$ cat src/rtl/core/arbl_pkg.sv
// Types, character codes and decimal conversion helpers for the
// range/bearing line parser. No dependencies; used by every rtl/core file but arbl_checker.
package arbl_pkg;

   // line geometry
   localparam int unsigned LINE_LEN  = 9;
   localparam logic [3:0]  COUNT_MAX = 4'd9;
   localparam logic [3:0]  COUNT_SAT = 4'd10;

   // character codes
   localparam logic [7:0] CHAR_D     = 8'h64;
   localparam logic [7:0] CHAR_B     = 8'h62;
   localparam logic [7:0] CHAR_LF    = 8'h0A;
   localparam logic [7:0] CHAR_CR    = 8'h0D;
   localparam logic [7:0] CHAR_TAB   = 8'h09;
   localparam logic [7:0] CHAR_SPACE = 8'h20;
   localparam logic [7:0] CHAR_PLUS  = 8'h2B;
   localparam logic [7:0] CHAR_MINUS = 8'h2D;
   localparam logic [7:0] CHAR_ZERO  = 8'h30;
   localparam logic [7:0] CHAR_NINE  = 8'h39;

   // value register reset contents
   localparam logic signed [14:0] DISTANCE_RESET = 15'sd0;
   localparam logic signed [10:0] BEARING_RESET  = 11'sd10;

   // conversion phases
   localparam logic [1:0] PH_LEAD   = 2'd0;
   localparam logic [1:0] PH_DIGITS = 2'd1;
   localparam logic [1:0] PH_STOP   = 2'd2;

   typedef struct packed {
      logic [7:0] rx_byte;
      logic       overrun;
   } item_type;

   typedef struct packed {
      logic signed [14:0] distance_value;
      logic signed [10:0] bearing_value;
      logic               frame_accepted;
   } result_type;

   function automatic logic is_space(input logic [7:0] c);
      return (c == CHAR_SPACE) || (c >= CHAR_TAB && c <= CHAR_CR);
   endfunction

   function automatic logic is_digit(input logic [7:0] c);
      return (c >= CHAR_ZERO) && (c <= CHAR_NINE);
   endfunction

   // signed decimal value of up to four characters, index 0 first
   function automatic logic signed [14:0] parse_dec(input logic [3:0][7:0] chars,
                                                    input logic [2:0] len);
      logic [1:0]  phase;
      logic        neg;
      logic [14:0] acc;
      logic [7:0]  c;
      phase = PH_LEAD;
      neg   = 1'b0;
      acc   = '0;
      for (int i = 0; i < 4; i++) begin
         c = chars[i];
         if (3'(i) < len) begin
            if (phase == PH_LEAD) begin
               if (is_space(c)) begin
                  phase = PH_LEAD;
               end else if (c == CHAR_PLUS || c == CHAR_MINUS) begin
                  neg   = (c == CHAR_MINUS);
                  phase = PH_DIGITS;
               end else if (is_digit(c)) begin
                  acc   = {11'd0, c[3:0]};
                  phase = PH_DIGITS;
               end else begin
                  phase = PH_STOP;
               end
            end else if (phase == PH_DIGITS) begin
               if (is_digit(c)) begin
                  acc = 15'(acc * 15'd10) + {11'd0, c[3:0]};
               end else begin
                  phase = PH_STOP;
               end
            end
         end
      end
      return neg ? -$signed(acc) : $signed(acc);
   endfunction

endpackage

$ cat src/rtl/core/ascii_range_bearing_line_parser.sv
// Range/bearing line parser top level: input register, line core, result register.
// Depends on arbl_pkg, arbl_in_stage, arbl_line_core and arbl_out_stage.
//
// Takes one received byte per item and returns one result per item. Bytes build
// a line of up to nine characters; CR or LF ends it, and a line of exactly nine
// bytes of the form d<4 chars>b<3 chars> updates distance and bearing, each
// read as a signed decimal (leading blanks, optional sign, digits up to the
// first non-digit). Overrun discards the partial line. Every result carries the
// current distance and bearing, and frame_accepted marks the item that updated
// them. An accepted item passes the input register and then the result
// register before its result leaves; with the result side ready a new item is
// taken every cycle, limited only by the input register and the result register
// each holding one item.
module ascii_range_bearing_line_parser (
   input  logic        clock,
   input  logic        reset,
   input  logic        req_tvalid,
   output logic        req_tready,
   input  logic [7:0]  req_tdata,   // [7:0] rx_byte
   input  logic [0:0]  req_tuser,   // [0] overrun
   output logic        rsp_tvalid,
   input  logic        rsp_tready,
   output logic [31:0] rsp_tdata,   // [14:0] distance_value, [25:15] bearing_value, zeros
   output logic [0:0]  rsp_tuser    // [0] frame_accepted
);
   import arbl_pkg::*;

   item_type   in_item;
   item_type   hold_item;
   logic       hold_valid;
   logic       take;
   result_type core_result;
   result_type out_result;

   assign in_item.rx_byte = req_tdata;
   assign in_item.overrun = req_tuser[0];

   // input register
   arbl_in_stage u_in_stage (
      .clock      (clock),
      .reset      (reset),
      .in_valid   (req_tvalid),
      .in_ready   (req_tready),
      .in_item    (in_item),
      .take       (take),
      .hold_valid (hold_valid),
      .hold_item  (hold_item)
   );

   // line state and conversion
   arbl_line_core u_line_core (
      .clock  (clock),
      .reset  (reset),
      .step   (hold_valid && take),
      .item   (hold_item),
      .result (core_result)
   );

   // result register
   arbl_out_stage u_out_stage (
      .clock       (clock),
      .reset       (reset),
      .load_valid  (hold_valid),
      .load_result (core_result),
      .take        (take),
      .out_valid   (rsp_tvalid),
      .out_ready   (rsp_tready),
      .out_result  (out_result)
   );

   assign rsp_tdata = {6'd0, out_result.bearing_value, out_result.distance_value};
   assign rsp_tuser = out_result.frame_accepted;

endmodule

$ cat src/rtl/core/arbl_in_stage.sv
// Input register for received bytes; takes a new item when empty or whenever the
// downstream stage moves. Depends on arbl_pkg.
module arbl_in_stage (
   input  logic              clock,
   input  logic              reset,
   input  logic              in_valid,
   output logic              in_ready,
   input  arbl_pkg::item_type in_item,
   input  logic              take,
   output logic              hold_valid,
   output arbl_pkg::item_type hold_item
);
   import arbl_pkg::*;

   logic     valid_ff, valid_in;
   item_type item_ff;

   // accept when empty or when the held item moves on this cycle
   assign in_ready = !valid_ff || take;
   assign valid_in = in_ready ? in_valid : valid_ff;

   always_ff @(posedge clock) begin
      if (reset) begin
         valid_ff <= 1'b0;
      end else begin
         valid_ff <= valid_in;
      end
   end

   // payload
   always_ff @(posedge clock) begin
      if (in_ready && in_valid) begin
         item_ff <= in_item;
      end
   end

   assign hold_valid = valid_ff;
   assign hold_item  = item_ff;

endmodule

$ cat src/rtl/core/arbl_line_core.sv
// Line buffer, character count, value registers and field conversion.
// Depends on arbl_pkg.
module arbl_line_core (
   input  logic                clock,
   input  logic                reset,
   input  logic                step,
   input  arbl_pkg::item_type  item,
   output arbl_pkg::result_type result
);
   import arbl_pkg::*;

   logic [7:0]         store_ff [LINE_LEN];
   logic [3:0]         count_ff, count_in;
   logic signed [14:0] distance_ff, distance_in;
   logic signed [10:0] bearing_ff, bearing_in;
   logic               is_term;
   logic               frame_ok;
   logic [3:0][7:0]    dist_chars;
   logic [3:0][7:0]    bear_chars;
   logic signed [14:0] bear_wide;

   assign is_term = (item.rx_byte == CHAR_LF) || (item.rx_byte == CHAR_CR);

   // a full line with the two tag characters in place
   assign frame_ok = !item.overrun && is_term && (count_ff == COUNT_MAX) &&
                     (store_ff[0] == CHAR_D) && (store_ff[5] == CHAR_B);

   // field characters, first character at index 0
   assign dist_chars = {store_ff[4], store_ff[3], store_ff[2], store_ff[1]};
   assign bear_chars = {8'h00, store_ff[8], store_ff[7], store_ff[6]};
   assign bear_wide  = parse_dec(bear_chars, 3'd3);

   // next count and values
   always_comb begin
      count_in    = count_ff;
      distance_in = distance_ff;
      bearing_in  = bearing_ff;
      if (item.overrun || is_term) begin
         count_in = '0;
      end else if (count_ff < COUNT_SAT) begin
         count_in = count_ff + 4'd1;
      end
      if (frame_ok) begin
         distance_in = parse_dec(dist_chars, 3'd4);
         bearing_in  = bear_wide[10:0];
      end
   end

   always_ff @(posedge clock) begin
      if (reset) begin
         count_ff    <= '0;
         distance_ff <= DISTANCE_RESET;
         bearing_ff  <= BEARING_RESET;
      end else if (step) begin
         count_ff    <= count_in;
         distance_ff <= distance_in;
         bearing_ff  <= bearing_in;
      end
   end

   // line buffer, written while the line still fits
   always_ff @(posedge clock) begin
      if (step && !item.overrun && !is_term && count_ff < COUNT_MAX) begin
         store_ff[count_ff] <= item.rx_byte;
      end
   end

   assign result.distance_value = distance_in;
   assign result.bearing_value  = bearing_in;
   assign result.frame_accepted = frame_ok;

endmodule

$ cat src/rtl/core/arbl_out_stage.sv
// Result register in front of the output channel.
// Depends on arbl_pkg.
module arbl_out_stage (
   input  logic                 clock,
   input  logic                 reset,
   input  logic                 load_valid,
   input  arbl_pkg::result_type load_result,
   output logic                 take,
   output logic                 out_valid,
   input  logic                 out_ready,
   output arbl_pkg::result_type out_result
);
   import arbl_pkg::*;

   logic       valid_ff, valid_in;
   result_type result_ff;

   // room when empty or when the held item leaves this cycle
   assign take     = !valid_ff || out_ready;
   assign valid_in = take ? load_valid : valid_ff;

   always_ff @(posedge clock) begin
      if (reset) begin
         valid_ff <= 1'b0;
      end else begin
         valid_ff <= valid_in;
      end
   end

   always_ff @(posedge clock) begin
      if (take && load_valid) begin
         result_ff <= load_result;
      end
   end

   assign out_valid  = valid_ff;
   assign out_result = result_ff;

endmodule

$ cat config.mk
export PLATFORM = sky130hd
export DESIGN_NAME = ascii_range_bearing_line_parser
export DESIGN_NICKNAME = d
export VERILOG_FILES = /design/src/rtl/core/arbl_pkg.sv /design/src/rtl/core/ascii_range_bearing_line_parser.sv /design/src/rtl/core/arbl_in_stage.sv /design/src/rtl/core/arbl_line_core.sv /design/src/rtl/core/arbl_out_stage.sv
export SDC_FILE = /design/constraint.sdc
export NUM_CORES = 1
export LEC_CHECK = 0
export ABC_AREA = 1
export CORE_ASPECT_RATIO = 1.1
export CORE_UTILIZATION = 50
export CTS_CLUSTER_DIAMETER = 60
export DETAILED_ROUTE_END_ITERATION = 8
export DONT_BUFFER_PORTS = 1
export MAX_ROUTING_LAYER = met4
export PLACE_DENSITY = 0.69
export SYNTH_ARGS = -nofsm -noshare
export SYNTH_HDL_FRONTEND = slang
export SYNTH_SLANG_ARGS = --single-unit
$ cat constraint.sdc
create_clock -name clock -period 6.4 [get_ports clock]
set_input_delay 0.96 -clock clock [delete_from_list [all_inputs] [get_ports clock]]
set_output_delay 0.96 -clock clock [all_outputs]
set_load 0.02 [all_outputs]
; After elaboration in Yosys (flattened, before gate mapping)
; Memories as Yosys holds them, arrays and structs flattened.
; Cells that the tools add are included.
[classes]
n_addsub = 8
mul = 5
n_lt_le_gt_ge = 30
eq_ne = 31
n_mux = 95
reduce_logical = 52
[op_table]
columns = operator, count
row1 = two-way mux 15 bit, 34
row2 = "== test 8 x 6 -> 1 bit, second input constant", 21
row3 = two-way mux 11 bit, 8
row4 = adder 15 x 4 -> 15 bit, 4
row5 = "multiplier 15 x 3 -> 14 bit, second input constant", 4
row6 = ">= comparator 8 x 4 -> 1 bit, second input constant", 7
row7 = ">= comparator 8 x 6 -> 1 bit, second input constant", 7
row8 = "<= comparator 8 x 4 -> 1 bit, second input constant", 7
row9 = "<= comparator 8 x 6 -> 1 bit, second input constant", 7
row10 = two-way mux 2 bit, 27
row11 = logical AND 1 bit, 23
row12 = two-way mux 1 bit, 22
row13 = logical OR 1 bit, 18
row14 = "== test 8 x 4 -> 1 bit, second input constant", 2
row15 = "== test 8 x 7 -> 1 bit, second input constant", 2
row16 = two-way mux 4 bit, 4
row17 = "multiplier 15 x 3 -> 10 bit, second input constant", 1
row18 = negator 15 bit, 1
row19 = adder 11 x 4 -> 11 bit, 1
row20 = negator 11 bit, 1
row21 = "== test 2 x 1 -> 1 bit, second input constant", 5
row22 = zero test 2 bit, 5
row23 = "< comparator 4 bit, second input constant", 2
row24 = "adder 4 x 1 -> 4 bit, second input constant", 1
row25 = other kinds (4), 7
[word_totals]
regBits = 68
ramBits = 72
in_bits = 13
out_inout_bits = 35
wordCells = 232
mem_count = 1
[mem_list]
columns = name, depth, width, rd, rd_clocked_by_memory_dff, wr, line
row1 = u_line_core.store_ff, 9, 8, 9, 0, 1, arbl_line_core.sv:12  ; logic [7:0] store_ff [LINE_LEN];

; Longest topological paths before layout
; Gate-level depths: netlist of run 1.
[depth]
word_depth = 28
mapped_depth = 52
mapped_depth_nobuf = 52

; Hierarchy
; A second synthesis of run 1 with hierarchy kept.
[unflattened]
hier_cells = 1479
hier_area_um2 = 10876.7
[modules_own_cells]
columns = module, instances, cells_per_inst, area_each_um2, seq_area_each_um2
row1 = arbl_line_core, 1, 1422, 9644.2, 2762.6
row2 = arbl_out_stage, 1, 33, 858.3, 830.8
row3 = arbl_in_stage, 1, 15, 317.8, 290.3
row4 = ascii_range_bearing_line_parser, 1, 9, 56.3, 0.0

; Worst setup path after synthesis of run 1
; No wires, ideal clock.
[synth_timing]
kind = register -> register
start = memory u_line_core.store_ff[1][1]
end = register u_out_stage.result_ff, in the netlist u_out_stage.out_result[26], data pin
setup_time_ns = 0.250
arrival_ns = 6.140
t_required_ns = 6.150
path_slack_ns = 0.010
path_stages_with_launch = 44
n_path_buf = 0
period_less_slack_ns = 6.390
path_cell_list = edfxtp_1 > o21ai_1 > nand3_1 > inv_1 > ha_1 > ha_1 > fa_1 > nand2_1 > inv_1 > nand4_1 > nand2_1 > nand2_1 > nand3_1 > inv_1 > ha_1 > ha_1 > nand2_1 > nand3_1 > [... 8 more ...] > ha_1 > nand2_1 > nor3_1 > nand2_1 > nand3_1 > xor2_1 > nand3_1 > nor2_1 > inv_1 > or2_2 > nand3_1 > nand3_1 > nand2_1 > nand3_1 > nand2_1 > nand2_1 > nand2_2 > inv_1
[synth_lines]
columns = element, line
row1 = "start, declared", arbl_line_core.sv:12
row2 = "end signal, assigned", arbl_out_stage.sv:32  ; result_ff <= load_result;
row3 = "end, declared", arbl_out_stage.sv:16  ; result_type result_ff;

==> reports/qor.yml, run 1 <==
status:
  status: "finished, final reports clean"
place:
  dp_hpwl_um: 18400
  port_buffers: 0
  gp_congestion: 0.891
setup_path:
  startpoint_type: "register"
  critPathArrivalTime_ns: 6.49
  slowest_delay_ns: 0.55
  reg2reg_from: "u_line_core.store_ff[1][6]"
  path_max_fanout: 4
  slowest_stage: "fa_2"
  r2r_slack_ns: 0.09
  cp-end-kind: "register"
  r2r-end: "u_out_stage.out_result[25]"
  worst-setup-path-type: "reg -> reg"
  reg2regPathDepth: 47
  required_ns: 6.59
detailed_routing:
  drt_first_iter_violations: 532
  drt_wl_total_um: 25800
  num_vias: 9630
  viasPerCell: 5.19
  antenna_left: 0
  firstDrtPassIters: 5
  drc: 0
  wl_per_cell_um: 13.9
flow_run:
  drv_cap: 0
clock_network:
  htree_levels: 4
  numClockSinks: 140
  cts_tree: "yes"
  clk_pin_slew_ns: 0.07
  clk_latency_ns: 0.42
  clockBufferDepth: 2
  cts-root-buf: "clkbuf_16"
  cts_made_buffers: 17
synth:
  yosys_most_used_dff: "edfxtp_1"
  syn_avg_cell_area_um2: 7.45
  netlist_top_cells_area: "edfxtp_1, nand2_1, ha_1"
  yosys.area.top_type: "edfxtp_1"
  synthArstFlopShare_pct: 0
  synth-seq-area-share_pct: 36.0
  synth-edff-count: 108
  synth.cell_area_um2: 10800
  synth_warnings: 0
  ys_types: 54
  netlist_instances: 1447
  yosysTopAreaCellShare_pct: 30.1
  synth_seq_cells: 140
floorplanning:
  num_rows: 55
  die_w_um: 142
  core_um2: 20900
  fp.dieH_um: 156
  start_util_pct: 51.7
  io_pins: 48
  dieArea_um2: 22100
grt:
  track_usage_pct: 24.0
  grt_max_degree: 68
  grt_pass1_wl_um: 41200
  grt_pass1_vias: 9121
  antenna_found_initial: 0
  grt_overflow_total: 0
cells_and_area:
  utilization_pct: 63.5
  layout_common_cells: "nand2_1, inv_1, nor2_1"
  antenna_cells: 0
  finalNetCount: 1658
  area_growth_pct: 22.9
  drive_gt1_share_pct: 22.5
  final_common_cell: "nand2_1"
power:
  switching_share_pct: 24.3
  combinationalPowerShare_pct: 3.1
  p_int_uw: 1540
  power.density_nw_per_um2: 154
  vdd.ir_drop.worst_uv: 213
  switchingPower_uw: 494
  p_leak_uw: 0.00628
  seqPwrFrac_pct: 51.4
  pwr-share-clk_pct: 45.5
timing:
  drv_slew: 0
  fin_hold_ws_ns: 0.465
  fmax_ghz: 0.159
  rsz0062_at_grt: "yes"
  maxSlewHeadroom_pct: 23.6
  worst_pin_slew_ns: 1.14
  setup_violations: 0
  hold_violations: 0
  fin_skew_ns: 0.0112
  post-route-min-period_ns: 6.31
  timing.final.crit_share_pct: 98.5
worst_hold_path:
  min_path_type: "reg -> reg"
  holdPathEnd: "u_line_core.bearing_ff[3]"
  min_from: "u_line_core.bearing_ff[3]"
  hold_depth: 2
cell usage after synthesis (all sizes together), types with 4 or more instances:
master / n
o211ai: 5
nand4: 22
xnor2: 11
inv: 242
o21ai: 83
or2: 9
nor4: 9
nor2: 144
o21bai: 4
dfxtp: 32
o22ai: 4
ha: 78
edfxtp: 108
a21oi: 61
clkbuf: 8
nand3b: 9
nand2: 386
a31oi: 5
nand3: 128
buf: 14
xor2: 27
nor3: 28
fa: 10
power groups by stage:
stage,sequential [uW],combinational [uW],clock [uW]
6_report,1040,63.1,926
5_1_grt,1050,74.0,976
3_5_place_dp,1060,62.0,0
3_3_place_gp,1060,60.0,0
4_1_cts,1040,62.7,940
2_1_floorplan,1050,53.8,0
how the worst max path moves through the flow:
stage | start | end | slack (ns) | depth (start not counted)
after floorplan | u_line_core.store_ff[1][1] | u_out_stage.out_result[26] | 0.01 | 43
after global placement | u_line_core.store_ff[1][7] | u_out_stage.out_result[26] | -0.17 | 45
after detailed placement | u_line_core.store_ff[1][7] | u_out_stage.out_result[26] | -0.35 | 45
after CTS | u_line_core.store_ff[1][7] | u_out_stage.out_result[26] | 0.003 | 46
after global routing | u_line_core.store_ff[1][6] | u_out_stage.out_result[25] | -0.32 | 48
final | u_line_core.store_ff[1][6] | u_out_stage.out_result[25] | 0.09 | 47
sequential cells by signal (all words and copies together) (netlist names):
signal and flops:
u_line_core.count_ff 4, u_in_stage.hold_item 9, u_line_core.bearing_ff 11, u_line_core.distance_ff 15, u_out_stage.out_valid 1, u_out_stage.out_result 27
u_line_core.store_ff 72, u_in_stage.hold_valid 1
logic make-up (layout without fill, tap and decap cells):
logic type,Yosys count,count (layout),share of synthesized area [%]
buffers and inverters,265,383,9.66
and+or+nand+nor,742,742,31.2
DFF,140,140,36.0
other,1,6,0.0348
AOI/OAI and AO/OA,173,173,9.09
xor gates and xnor gates,38,38,3.09
adders and majority gates,88,88,10.9
metal layers:
| layer | track usage (%) | up-vias | share of wire (%) |
|---|---|---|---|
| met3 | 3.16 | 50 | 2.9 |
| met4 | 7.99 | 0 | 2.4 |
| met5 | - | - | 0 |
| met2 | 42.8 | 191 | 52 |
| met1 | 27.8 | 4438 | 43 |
| li1 | - | 4951 | - |
timing repair:
action	in CTS	in global routing
resized for setup	29	160
pin swaps	9	92
hold buffers	0	0
setup endpoints to repair	11	16
buffers inserted	7	14
worst max-delay path, delay by kind of cell, from the launching register on:
family                   cells  cell delay [ns]
AO/OA/AOI/OAI                2             0.26
flip-flops                   1             0.39
buffers and inverters        8             0.63
adder cells (fa/ha/maj)      7             2.04
XOR/XNOR                     1             0.20
AND/OR/NAND/NOR             29             2.55
metrics by stage:
step                cell area (um^2)  setup TNS (ns)  setup slack [ns]  instances  total power (uW)
finish                         13200               0            0.0944       1855              2030
global route                   13200           -2.30            -0.321       1855              2100
CTS                            12400               0           0.00330       1841              2050
detailed placement             11700           -2.14            -0.351       1802              1130
global placement               11700          -0.726            -0.171       1802              1120
floorplan                      10800               0           0.00964       1452              1110
final cells by class:
cell class	count	area, um^2
Timing Repair Buffer	108	837
Inverter	243	915
Fill cell	1746	7610
Tap cell	285	357
Clock buffer	17	425
Clock inverter	15	135
Sequential cell	140	3880
Multi-Input combinational cell	1047	6690
Power figures use the tool's default switching activity.
==> inputs of run 2 (changes only) <==
--- a/config.mk
+++ b/config.mk
@@ -6,7 +6,7 @@
 export NUM_CORES = 1
 export LEC_CHECK = 0
 export ABC_AREA = 1
-export CORE_ASPECT_RATIO = 1.1
+export CORE_MARGIN = 2
 export CORE_UTILIZATION = 50
 export CTS_CLUSTER_DIAMETER = 60
 export DETAILED_ROUTE_END_ITERATION = 8
==> constraint.sdc (replaced) <==
create_clock -name clock -period 6.4 [get_ports clock]
set_input_delay 1.6 -clock clock [delete_from_list [all_inputs] [get_ports clock]]
set_output_delay 1.6 -clock clock [all_outputs]
set_load 0.02 [all_outputs]
==> run 2 against run 1 <==
Effect of this change:
- sequential power about the same
- worst setup slack lost 0.085 ns
- critical path type unchanged
- design area up 0.64%
- largest cell class unchanged
- routed wire length is 0.65% lower
- first-iteration DRC count up 16%
==> reports/qor.yml, run 2 (synthesized netlist as in run 1, its figures left out) <==
status:
  status: "finished, final reports clean"
setup_path:
  reg2regPathDepth: 43  # -8.5%
  path_max_fanout: 3  # -1
  slowest_stage: "edfxtp_1"
  slowest_delay_ns: 0.46  # -0.09 ns
  startpoint_type: "register"
  required_ns: 6.58  # about the same
  critPathArrivalTime_ns: 6.57  # +0.08 ns
  reg2reg_from: "u_line_core.store_ff[1][1]"
  r2r_slack_ns: 0.01  # -0.08 ns
  worst-path-buf-inv: 10  # +2
  cp-end-kind: "register"
  cp_common_cell: "nand2_1"
  worst-setup-path-type: "reg -> reg"
  r2r-end: "u_out_stage.out_result[26]"
  crit_family: "adder cells"
grt:
  grt_pass1_wl_um: 41400  # +0.65%
  track_usage_pct: 23.3  # -0.76 points
  grt_max_degree: 68  # unchanged
  grt_pass1_vias: 8955  # -1.8%
  antenna_found_initial: 0  # unchanged
  grt_overflow_total: 0  # unchanged
cells_and_area:
  top_register: "u_line_core.store_ff"
  largest_reg_flops: 72  # unchanged
  fill_cells: 1697  # -2.8%
  finalNetCount: 1661  # +0.18%
  antenna_cells: 0  # unchanged
  drive_gt1_share_pct: 22.8  # +0.27 points
  final_common_cell: "nand2_1"
  area_growth_pct: 23.7
  design_area_um2: 13300  # +0.64%
  layout_common_cells: "nand2_1, inv_1, nor2_1"
worst_hold_path:
  holdPathEnd: "u_line_core.bearing_ff[1]"
  hold_depth: 2  # unchanged
  min_path_type: "reg -> reg"
  min_from: "u_line_core.bearing_ff[1]"
floorplanning:
  io_pins: 48  # unchanged
  start_util_pct: 51.1  # -0.58 points
  num_rows: 53  # -3.6%
  fp.dieH_um: 151  # -3.3%
  dieArea_um2: 22700  # +2.7%
  core_um2: 21100  # +1.1%
  die_w_um: 151  # +6.2%
clock_network:
  htree_levels: 4  # unchanged
  clockBufferDepth: 2  # unchanged
  cts_made_buffers: 17  # unchanged
  cts_tree: "yes"
  postCtsHoldBufs: 0  # unchanged
  clk_pin_slew_ns: 0.06  # about the same
  numClockSinks: 140  # unchanged
  clk_latency_ns: 0.42  # about the same
  cts-root-buf: "clkbuf_16"
power:
  power.density_nw_per_um2: 160  # +4.1%
  vdd.ir_drop.worst_uv: 232  # +8.8%
  p_leak_uw: 0.00623  # -0.84%
detailed_routing:
  drc: 0  # unchanged
  firstDrtPassIters: 6  # +1
  viasPerCell: 5.22  # +0.49%
  drt_wl_total_um: 25600  # -0.65%
  wl_per_cell_um: 13.8  # -0.27%
  drt_first_iter_violations: 618  # +16%
  num_vias: 9641  # +0.11%
  antenna_left: 0  # unchanged
timing:
  fmax_ghz: 0.156  # -1.3%
  fin_skew_ns: 0.0102  # -0.00103 ns
  worst_pin_slew_ns: 1.17  # +0.0356 ns
  hold_violations: 0  # unchanged
  fin_hold_ws_ns: 0.463  # -0.00188 ns
  setup_violations: 0  # unchanged
  post-route-min-period_ns: 6.39  # +0.0849 ns
  maxSlewHeadroom_pct: 21.2  # -2.4 points
  drv_slew: 0  # unchanged
  timing.final.crit_share_pct: 99.9  # +1.3 points
  rsz0062_at_grt: "yes"
flow_run:
  drv_cap: 0  # unchanged
place:
  postPlaceCellArea_um2: 11700  # -0.17%
  port_buffers: 0  # unchanged
  gp_congestion: 0.912  # +2.3%
  dp_hpwl_um: 18400  # -0.11%
-- run 2: cell types whose count changed in the layout (fill, tap and decap cells not counted), sizes merged --
cell / change
inv: +2
bufinv: +2
clkinv: -2
clkinvlp: -2
buf: +3
-- run 2: power by group --
part	internal (uW)	total [uW]	switching [uW]
clock network	596	1020	424
logic	19.5	65.2	45.7
registers	1010	1040	34.2
total	1630	2130	504
-- run 2: per-layer routing --
layer  vias up  track usage (%)  part of all wire [%]
met5         -                -                     0
met4         0             6.03                   1.6
met3        38             3.58                   3.9
met2       206             37.3                    48
met1      4432             31.0                    46
li1       4965                -                     -
-- run 2: worst max path at each step --
stage | startpoint | endpoint | slack [ns] | cells past startpoint
finish | u_line_core.store_ff[1][1] | u_out_stage.out_result[26] | 0.01 | 43
global route | u_line_core.store_ff[1][6] | u_out_stage.out_result[25] | -0.42 | 46
CTS | u_line_core.store_ff[1][6] | u_out_stage.out_result[26] | 0.001 | 46
detailed placement | u_line_core.store_ff[1][6] | u_out_stage.out_result[24] | -0.32 | 43
global placement | u_line_core.store_ff[1][1] | u_out_stage.out_result[25] | -0.14 | 46
floorplan | u_line_core.store_ff[1][1] | u_out_stage.out_result[26] | 0.01 | 43
-- run 2: stage by stage --
step | util, % | setup slack [ns] | TNS (ns) | power (uW) | std cells
floorplan | - | 0.00964 | 0 | 1110 | 1452
global placement | 55.3 | -0.142 | -0.668 | 1120 | 1791
detailed placement | 55.3 | -0.322 | -2.06 | 1130 | 1791
CTS | 59.4 | 0.00105 | 0 | 2140 | 1824
global route | 63.2 | -0.425 | -3.25 | 2200 | 1848
finish | 63.2 | 0.00957 | 0 | 2130 | 1848
-- run 2: final cells by class --
cell class | count | area, um^2 | area share, %
repair buffers | 111 | 848 | 6.36
inverters | 243 | 912 | 6.84
well taps | 275 | 344 | 2.58
multi-input cells | 1047 | 6720 | 50.4
clock buffers | 17 | 425 | 3.19
flip-flops and latches | 140 | 3880 | 29.1
clock inverters | 15 | 191 | 1.44
-- run 2: repair_timing --
action | 4_1_cts | 5_1_grt
setup endpoints to repair | 10 | 15
buffers inserted | 1 | 24
pin swaps | 9 | 97
gates resized for setup | 44 | 139
-- run 2: worst register-to-register path: cells and delay by family (launching register included) --
kind / cells / cell delay [ns]
AOI/OAI and AO/OA: 3 / 0.51
xor gates and xnor gates: 3 / 0.57
adders and majority gates: 7 / 1.93
buffers and inverters: 10 / 0.92
DFF: 1 / 0.46
and+or+nand+nor: 20 / 1.74
